[src/rtl/uart_rx_stx_etx_deframer_macros.svh]
// assertion macros used by the deframer top level
`ifndef UART_RX_STX_ETX_DEFRAMER_MACROS_SVH
`define UART_RX_STX_ETX_DEFRAMER_MACROS_SVH

// same-cycle implication, checked out of reset
`define URXD_ASSERT_IMP(lbl, ante, cons, msg) \
  lbl: assert property (@(posedge clk) disable iff (!rst_n) (ante) |-> (cons)) else $error(msg);

// next-cycle implication, checked out of reset
`define URXD_ASSERT_NEXT(lbl, ante, cons, msg) \
  lbl: assert property (@(posedge clk) disable iff (!rst_n) (ante) |=> (cons)) else $error(msg);

`endif

[src/rtl/urxd_pkg.sv]
// types and codes shared by the deframer modules
package urxd_pkg;

  localparam logic [7:0] STX_CODE = 8'h02;
  localparam logic [7:0] ETX_CODE = 8'h03;

  // line receiver phases
  localparam logic [1:0] PH_IDLE = 2'd0;
  localparam logic [1:0] PH_HALF = 2'd1;
  localparam logic [1:0] PH_DATA = 2'd2;
  localparam logic [1:0] PH_STOP = 2'd3;

  // frame tracker states
  localparam logic [1:0] FS_WAIT    = 2'd0;
  localparam logic [1:0] FS_FRAME   = 2'd1;
  localparam logic [1:0] FS_PENDING = 2'd2;

  localparam int unsigned PERIOD_W = 16;
  localparam logic [PERIOD_W-1:0] PERIOD_RESET = 16'd104;

  typedef struct packed {
    logic       done;
    logic [7:0] value;
  } byte_evt_t;

  typedef struct packed {
    logic data_valid;
    logic frame_start;
    logic frame_end;
    logic frame_pending;
  } frame_res_t;

endpackage

[src/rtl/urxd_in_if.sv]
// input channel: one line sample and take request per transfer
interface urxd_in_if;
  logic valid;
  logic ready;
  logic rx_level;
  logic take_frame;

  modport source (output valid, output rx_level, output take_frame, input ready);
  modport sink   (input valid, input rx_level, input take_frame, output ready);
endinterface

[src/rtl/urxd_out_if.sv]
// result channel: byte and frame flags per transfer
interface urxd_out_if;
  logic       valid;
  logic       ready;
  logic       byte_done;
  logic [7:0] byte_value;
  logic       data_valid;
  logic       frame_start;
  logic       frame_end;
  logic       frame_pending;

  modport source (output valid, output byte_done, output byte_value, output data_valid,
                  output frame_start, output frame_end, output frame_pending,
                  input ready);
  modport sink   (input valid, input byte_done, input byte_value, input data_valid,
                  input frame_start, input frame_end, input frame_pending,
                  output ready);
endinterface

[src/rtl/urxd_line_rx.sv]
// bit-timed 8n1 line receiver, advanced one sample per step
module urxd_line_rx #(
  parameter int unsigned CNT_W = 16
) (
  input  logic                                clk,
  input  logic                                rst_n,
  input  logic                                step,
  input  logic                                rx_level,
  input  logic [urxd_pkg::PERIOD_W-1:0]       bit_period,
  output urxd_pkg::byte_evt_t                 evt
);
  import urxd_pkg::*;

  localparam int unsigned WIDE_W = (CNT_W > PERIOD_W) ? CNT_W : PERIOD_W;
  localparam logic [WIDE_W-1:0] CNT_MAX = WIDE_W'({CNT_W{1'b1}});

  logic [1:0]            phase_r, phase_nxt;
  logic [CNT_W-1:0]      cnt_r, cnt_nxt;
  logic [2:0]            idx_r, idx_nxt;
  logic [7:0]            shift_r, shift_nxt;

  logic [PERIOD_W-1:0]   raw_tgt;
  logic [WIDE_W-1:0]     wide_tgt;
  logic [CNT_W-1:0]      tgt;
  logic [CNT_W-1:0]      cnt_inc;
  logic                  hit;

  // half wait in the start bit, full period otherwise; saturate to counter range
  assign raw_tgt  = (phase_r == PH_HALF) ? (bit_period >> 1) : bit_period;
  assign wide_tgt = WIDE_W'(raw_tgt);
  assign tgt      = (wide_tgt > CNT_MAX) ? CNT_W'(CNT_MAX) : CNT_W'(wide_tgt);
  assign cnt_inc  = cnt_r + CNT_W'(1);
  assign hit      = (cnt_inc >= tgt);

  always_comb begin
    phase_nxt = phase_r;
    cnt_nxt   = cnt_r;
    idx_nxt   = idx_r;
    shift_nxt = shift_r;
    evt.done  = 1'b0;
    evt.value = 8'd0;
    case (phase_r)
      PH_IDLE: begin
        if (!rx_level) begin
          phase_nxt = PH_HALF;
          cnt_nxt   = '0;
          idx_nxt   = 3'd0;
          shift_nxt = 8'd0;
        end
      end
      PH_HALF: begin
        cnt_nxt = hit ? '0 : cnt_inc;
        if (hit) begin
          phase_nxt = PH_DATA;
        end
      end
      PH_DATA: begin
        cnt_nxt = hit ? '0 : cnt_inc;
        if (hit) begin
          shift_nxt = {rx_level, shift_r[7:1]};
          if (idx_r == 3'd7) begin
            idx_nxt   = 3'd0;
            phase_nxt = PH_STOP;
          end else begin
            idx_nxt = idx_r + 3'd1;
          end
        end
      end
      default: begin
        // stop level is not checked
        cnt_nxt = hit ? '0 : cnt_inc;
        if (hit) begin
          phase_nxt = PH_IDLE;
          evt.done  = 1'b1;
          evt.value = shift_r;
        end
      end
    endcase
  end

  always_ff @(posedge clk) begin
    if (!rst_n) begin
      phase_r <= PH_IDLE;
      cnt_r   <= '0;
      idx_r   <= 3'd0;
      shift_r <= 8'd0;
    end else if (step) begin
      phase_r <= phase_nxt;
      cnt_r   <= cnt_nxt;
      idx_r   <= idx_nxt;
      shift_r <= shift_nxt;
    end
  end

endmodule

[src/rtl/urxd_framer.sv]
// stx/etx frame tracker driven by received bytes
module urxd_framer (
  input  logic                 clk,
  input  logic                 rst_n,
  input  logic                 step,
  input  logic                 take_frame,
  input  urxd_pkg::byte_evt_t  evt,
  output urxd_pkg::frame_res_t res
);
  import urxd_pkg::*;

  logic [1:0] fs_r, fs_nxt;
  logic [1:0] fs_cur;

  // a take acts on the state before this step's byte
  assign fs_cur = (take_frame && (fs_r == FS_PENDING)) ? FS_WAIT : fs_r;

  always_comb begin
    fs_nxt          = fs_cur;
    res.data_valid  = 1'b0;
    res.frame_start = 1'b0;
    res.frame_end   = 1'b0;
    if (evt.done) begin
      case (fs_cur)
        FS_FRAME: begin
          if (evt.value == ETX_CODE) begin
            fs_nxt        = FS_PENDING;
            res.frame_end = 1'b1;
          end else begin
            res.data_valid = 1'b1;
          end
        end
        FS_PENDING: begin
          // byte is swallowed
          fs_nxt = FS_WAIT;
        end
        default: begin
          if (evt.value == STX_CODE) begin
            fs_nxt          = FS_FRAME;
            res.frame_start = 1'b1;
          end else begin
            fs_nxt = FS_WAIT;
          end
        end
      endcase
    end
    res.frame_pending = (fs_nxt == FS_PENDING);
  end

  always_ff @(posedge clk) begin
    if (!rst_n) begin
      fs_r <= FS_WAIT;
    end else if (step) begin
      fs_r <= fs_nxt;
    end
  end

endmodule

[src/rtl/uart_rx_stx_etx_deframer.sv]
// UART receiver with STX/ETX frame tracking, top level
//
// in_ch carries one sampled line level (rx_level) and a take request
// (take_frame) per transfer; each transfer is one bit-timing tick.
// out_ch returns exactly one result per accepted tick: byte_done and
// byte_value when a character completes, data_valid for frame payload,
// frame_start on STX, frame_end on ETX and frame_pending while a closed
// frame awaits a take.
// cfg_we/cfg_wdata write bit_period (ticks per bit); the user must do so
// only while the block is idle, which it does not enforce. An accepted
// tick's result is in the output register from the next cycle. One tick
// per cycle is taken while in_ch.ready is high, in one pass of the logic.
// in_ch.ready stays high while the output register is empty or being read,
// so a stalled receiver holds one result and stops intake after that.
// Reset returns the line to idle, the frame tracker to waiting for STX,
// bit_period to 104 and empties the output register.
`include "uart_rx_stx_etx_deframer_macros.svh"

module uart_rx_stx_etx_deframer #(
  parameter int unsigned CNT_W = 16
) (
  input  logic                          clk,
  input  logic                          rst_n,
  urxd_in_if.sink                       in_ch,
  urxd_out_if.source                    out_ch,
  input  logic                          cfg_we,
  input  logic [urxd_pkg::PERIOD_W-1:0] cfg_wdata
);
  import urxd_pkg::*;

  logic [PERIOD_W-1:0] bit_period_r;
  logic                out_valid_r, out_valid_nxt;
  logic                accept;
  byte_evt_t           evt;
  frame_res_t          res;
  byte_evt_t           evt_r;
  frame_res_t          res_r;

  assign in_ch.ready = !out_valid_r || out_ch.ready;
  assign accept      = in_ch.valid && in_ch.ready;

  always_ff @(posedge clk) begin
    if (!rst_n) begin
      bit_period_r <= PERIOD_RESET;
    end else if (cfg_we) begin
      bit_period_r <= cfg_wdata;
    end
  end

  urxd_line_rx #(
    .CNT_W      (CNT_W)
  ) u_line_rx (
    .clk        (clk),
    .rst_n      (rst_n),
    .step       (accept),
    .rx_level   (in_ch.rx_level),
    .bit_period (bit_period_r),
    .evt        (evt)
  );

  urxd_framer u_framer (
    .clk        (clk),
    .rst_n      (rst_n),
    .step       (accept),
    .take_frame (in_ch.take_frame),
    .evt        (evt),
    .res        (res)
  );

  assign out_valid_nxt = accept || (out_valid_r && !out_ch.ready);

  always_ff @(posedge clk) begin
    if (!rst_n) begin
      out_valid_r <= 1'b0;
    end else begin
      out_valid_r <= out_valid_nxt;
    end
  end

  always_ff @(posedge clk) begin
    if (accept) begin
      evt_r <= evt;
      res_r <= res;
    end
  end

  assign out_ch.valid         = out_valid_r;
  assign out_ch.byte_done     = evt_r.done;
  assign out_ch.byte_value    = evt_r.value;
  assign out_ch.data_valid    = res_r.data_valid;
  assign out_ch.frame_start   = res_r.frame_start;
  assign out_ch.frame_end     = res_r.frame_end;
  assign out_ch.frame_pending = res_r.frame_pending;

  `URXD_ASSERT_NEXT(a_accept_gives_result, accept, out_ch.valid, "accepted tick gave no result")
  `URXD_ASSERT_IMP(a_end_leaves_pending, out_ch.valid && out_ch.frame_end, out_ch.frame_pending, "frame end without pending")
  `URXD_ASSERT_IMP(a_payload_is_byte, out_ch.valid && out_ch.data_valid, out_ch.byte_done && !out_ch.frame_start, "payload flag without a plain byte")

endmodule
[src/flat_wrapper.sv]
// flat-port wrapper written by rule: the top's interface ports become plain ports
module uart_rx_stx_etx_deframer_flat import urxd_pkg::*;
#(
  parameter int unsigned CNT_W = 16
)
  (clk, rst_n, cfg_we, cfg_wdata, in_ch_valid, in_ch_rx_level, in_ch_take_frame, in_ch_ready, out_ch_valid, out_ch_byte_done, out_ch_byte_value, out_ch_data_valid, out_ch_frame_start, out_ch_frame_end, out_ch_frame_pending, out_ch_ready);
  urxd_in_if in_ch_i ();
  urxd_out_if out_ch_i ();
  input  logic clk;
  input  logic rst_n;
  input  logic cfg_we;
  input  logic [urxd_pkg::PERIOD_W-1:0] cfg_wdata;
  input wire logic [$bits(in_ch_i.valid)-1:0] in_ch_valid;
  input wire logic [$bits(in_ch_i.rx_level)-1:0] in_ch_rx_level;
  input wire logic [$bits(in_ch_i.take_frame)-1:0] in_ch_take_frame;
  output wire logic [$bits(in_ch_i.ready)-1:0] in_ch_ready;
  output wire logic [$bits(out_ch_i.valid)-1:0] out_ch_valid;
  output wire logic [$bits(out_ch_i.byte_done)-1:0] out_ch_byte_done;
  output wire logic [$bits(out_ch_i.byte_value)-1:0] out_ch_byte_value;
  output wire logic [$bits(out_ch_i.data_valid)-1:0] out_ch_data_valid;
  output wire logic [$bits(out_ch_i.frame_start)-1:0] out_ch_frame_start;
  output wire logic [$bits(out_ch_i.frame_end)-1:0] out_ch_frame_end;
  output wire logic [$bits(out_ch_i.frame_pending)-1:0] out_ch_frame_pending;
  input wire logic [$bits(out_ch_i.ready)-1:0] out_ch_ready;
  assign in_ch_i.valid = in_ch_valid;
  assign in_ch_i.rx_level = in_ch_rx_level;
  assign in_ch_i.take_frame = in_ch_take_frame;
  assign in_ch_ready = in_ch_i.ready;
  assign out_ch_valid = out_ch_i.valid;
  assign out_ch_byte_done = out_ch_i.byte_done;
  assign out_ch_byte_value = out_ch_i.byte_value;
  assign out_ch_data_valid = out_ch_i.data_valid;
  assign out_ch_frame_start = out_ch_i.frame_start;
  assign out_ch_frame_end = out_ch_i.frame_end;
  assign out_ch_frame_pending = out_ch_i.frame_pending;
  assign out_ch_i.ready = out_ch_ready;
  uart_rx_stx_etx_deframer #(.CNT_W(CNT_W)) u_core (.clk(clk), .rst_n(rst_n), .in_ch(in_ch_i), .out_ch(out_ch_i), .cfg_we(cfg_we), .cfg_wdata(cfg_wdata));
endmodule
[config.mk]
export PLATFORM = sky130hd
export DESIGN_NAME = uart_rx_stx_etx_deframer_flat
export DESIGN_NICKNAME = d
export VERILOG_FILES = /design/src/rtl/urxd_pkg.sv /design/src/rtl/urxd_in_if.sv /design/src/rtl/urxd_out_if.sv /design/src/rtl/urxd_line_rx.sv /design/src/rtl/urxd_framer.sv /design/src/rtl/uart_rx_stx_etx_deframer.sv /design/src/flat_wrapper.sv
export VERILOG_INCLUDE_DIRS = /design/src /design/src/rtl
export SDC_FILE = /design/constraint.sdc
export NUM_CORES = 1
export LEC_CHECK = 0
export ABC_AREA = 1
export BUFFER_PORTS_ARGS = -buffer_cell sky130_fd_sc_hd__buf_2
export CAP_MARGIN = 25
export CORE_MARGIN = 1.5
export CORE_UTILIZATION = 63
export CTS_CLUSTER_SIZE = 30
export DETAILED_ROUTE_END_ITERATION = 16
export PLACE_DENSITY = 0.82
export SETUP_SLACK_MARGIN = 0.1
export SYNTH_ARGS = -nofsm -noshare
export SYNTH_HDL_FRONTEND = slang
export SYNTH_SLANG_ARGS = --single-unit
[constraint.sdc]
create_clock -name clk -period 6.2 [get_ports clk]
set_clock_uncertainty 0.15 [all_clocks]
set_input_delay 1.24 -clock clk [delete_from_list [all_inputs] [get_ports clk]]
set_output_delay 1.24 -clock clk [all_outputs]
set_load 0.01 [all_outputs]
==> flow_metrics.tcl <==
set metrics [dict create \
    status "completed" \
    grt_pass1_wl_mm 11.3 \
    power.leakage_nw 1.68 \
    n_antenna_cell 0 \
    path_clk_slew_ps 70 \
    antenna_found_initial 0 \
    gp_congestion 0.851 \
    crit_path_start "u_core.u_line_rx.cnt_r[0]" \
    path_cells "ha_1 > nand2_2 > nor3_4 > nand2_2 > nor2_4 > nand3_4 > nor2_4 > nand3_2 > xnor2_2 > ha_1 > nand4_1 > nor2_1 > nand2_1 > nand2_4 > nand2_2 > nor2_2 > nor2_1 > nand3_1 > nand3_1 > a21oi_1" \
    critPathMostFrequentCell "nand2_2" \
    synth_cell_types 34 \
    syn_area_mm2 0.00330 \
    port_buffers 37 \
    cts_sinks 61 \
    ys_seq_area_frac 0.410 \
    fin_setup_tns_ps 0 \
    root_buffer "clkbuf_8" \
    yosysWarnings 0 \
    postRouteAntennaNets 0 \
    core_mm2 0.00507 \
    routed_wl_mm 6.60 \
    cts_resized 0 \
    powerDensity_mw_per_mm2 271 \
    yosysMostFrequentCell "nand2_1" \
    post-dp-hpwl_mm 4.83 \
    layout_setup_ws_ps 2710 \
    syn_to_final_growth_pct 11.5 \
    rr_endpoint "u_core.out_ch.frame_pending" \
    synthFlopType "dfxtp_1" \
    critPathKind "flop to flop" \
    synth_edf_count 13 \
    place_ws_ps 2770 \
    first_pass_iters 4 \
    slew_viol_final 0 \
    grt_pass1_vias 2658 \
    fillers 419 \
    io_pins 38 \
    post-route-drc-count 0 \
    synthArstFlopShare 0 \
    vias_per_cell 5.22 \
    worst_pin_slew_ps 960 \
    cp-start-kind "flop" \
    initial_core_util 0.650 \
    drt_iter0_markers 167 \
    vdd_drop_max_uv 146 \
    grt_use_total 0.268 \
    r2r_start "u_core.u_line_rx.cnt_r[0]" \
    cp_slowest_cell "dfxtp_1" \
    cp_slowest_stage_delay_ps 380 \
    cts_buffer_depth 2 \
    grt_max_degree 30 \
    endpoint "u_core.out_ch.frame_pending" \
    cp.required_ps 6240 \
    crit_arrival_ps 3530 \
    r2r.worst_path.cells 20 \
    synth_nets 465 \
    yosys.area.top_type "dfxtp_1" \
    ff2ff_setup_slack_ps 2710 \
    hp-class "flop to flop" \
    grt.overflow.total 0 \
    wl_per_cell_um 12.5 \
    dieArea_mm2 0.00568 \
    fin_crit_ps 3490 \
    postCtsSetupRepairBufs 0 \
    drv_cap 0 \
    rsz0062_at_grt "false" \
    post_synth.cell_area_avg_um2 7.87 \
    drive_above_1_share 0.172 \
    synth.area.top_cells "dfxtp_1 29%, edfxtp_1 12%, nand2_1 10%" \
    timing.fmax_mhz 287 \
    cts-buffers-inserted 9 \
    ctsHtreeMaxLevel 3 \
    route.vias.total 2763 \
    post-route-period-util 0.562 \
    final_hold_viol_count 0 \
    synth-seq-cells 61 \
    fin_nets 501 \
    die_y_um 75.4 \
    rows 26 \
    clock_latency_ps 340 \
    die_x_um 75.4 \
    finalSetupViolCount 0 \
    syn_inst 419 \
    synth_common_cells "90 x nand2_1, 49 x inv_1, 48 x dfxtp_1" \
    critPathCaptureType "flop" \
    yosys.area.top_type_share 0.291 \
    cts_hold_buf 0 \
    slew_headroom 0.359 \
    cp_max_fo 9 \
    tritoncts "done" \
]
[layer usage]
layer | track usage | wire length, um | up-vias
li1 | - | - | 1427
met1 | 0.327 | 3020 | 1258
met2 | 0.446 | 3120 | 64
met3 | 0.0503 | 295 | 14
met4 | 0.145 | 162 | 0
met5 | 0 | 0 | -
[stage by stage]
step                      utilization  std cells  hold slack (ps)  instance area, um^2  total power [mW]
after detailed placement        0.694        514              325                 3520             0.702
after global placement          0.694        514              309                 3520             0.695
after CTS                       0.725        529              335                 3680             0.999
after floorplan                     -        419              297                 3300             0.651
final                           0.725        529              329                 3680             0.997
after global routing            0.725        529              348                 3680              1.06
[worst min path at each step]
stage	cells after the start	end	startpoint
after floorplan	2	u_core.u_line_rx.idx_r[1]	u_core.u_line_rx.idx_r[1]
after global placement	2	u_core.u_line_rx.idx_r[2]	u_core.u_line_rx.idx_r[2]
after detailed placement	2	u_core.u_line_rx.shift_r[0]	u_core.u_line_rx.shift_r[0]
after CTS	2	u_core.u_line_rx.shift_r[0]	u_core.u_line_rx.shift_r[0]
after global routing	2	u_core.u_line_rx.idx_r[1]	u_core.u_line_rx.idx_r[1]
final	2	u_core.u_line_rx.idx_r[1]	u_core.u_line_rx.idx_r[1]
[layout by cell type (no fill, tap or decap), types with 2 or more instances in the layout]
| master | count |
|---|---|
| a21oi_1 | 37 |
| a22oi_1 | 3 |
| buf_2 | 37 |
| clkbuf_1 | 3 |
| clkbuf_8 | 10 |
| clkinv_2 | 2 |
| dfxtp_1 | 48 |
| edfxtp_1 | 13 |
| ha_1 | 23 |
| inv_1 | 49 |
| inv_2 | 7 |
| mux2i_1 | 12 |
| nand2_1 | 90 |
| nand2_2 | 6 |
| nand3_1 | 13 |
| nand3_2 | 2 |
| nand4_1 | 6 |
| nor2_1 | 45 |
| nor2_2 | 6 |
| nor2_4 | 3 |
| o21ai_0 | 18 |
| o21ai_1 | 2 |
| xnor2_1 | 2 |
| xor2_1 | 11 |
[layout make-up]
type	instances	area, um^2	area share
sequential	61	1350	0.367
timing repair buffer	37	185	0.0503
clock buffer	13	149	0.0405
inverter	57	214	0.0582
clock inverter	2	10.0	0.00272
multi-input combinational	289	1680	0.457
tap	70	87.6	0.0238
[state kept, by name, indices dropped and copies added, names as in the netlist, 2 cells and up]
name                      count
u_core.bit_period_r          16
u_core.u_line_rx.cnt_r       16
u_core.out_ch.byte_value      8
u_core.u_line_rx.shift_r      8
u_core.u_line_rx.idx_r        3
u_core.u_framer.fs_r          2
u_core.u_line_rx.phase_r      2
[logic make-up after synthesis]
group / after synthesis / synth area share
xor gates and xnor gates: 14 / 0.0394
muxes: 12 / 0.0364
AOI/OAI and AO/OA: 65 / 0.106
DFF: 61 / 0.410
buffers and inverters: 69 / 0.0808
adders and majority gates: 23 / 0.0872
and+or+nand+nor: 175 / 0.240
[power breakdown]
group | switching [mW] | internal [mW]
sequential | 0.0170 | 0.429
clock | 0.147 | 0.153
combinational | 0.161 | 0.0908
[worst max-delay path, delay by kind of cell, from the launching register on]
kind	cells	cell delay (ps)
flops	1	380
fa+ha+maj	2	530
compound gates	1	120
xor+xnor	1	160
simple gates	16	1980
No activity file was read; power rests on OpenSTA's default activity.
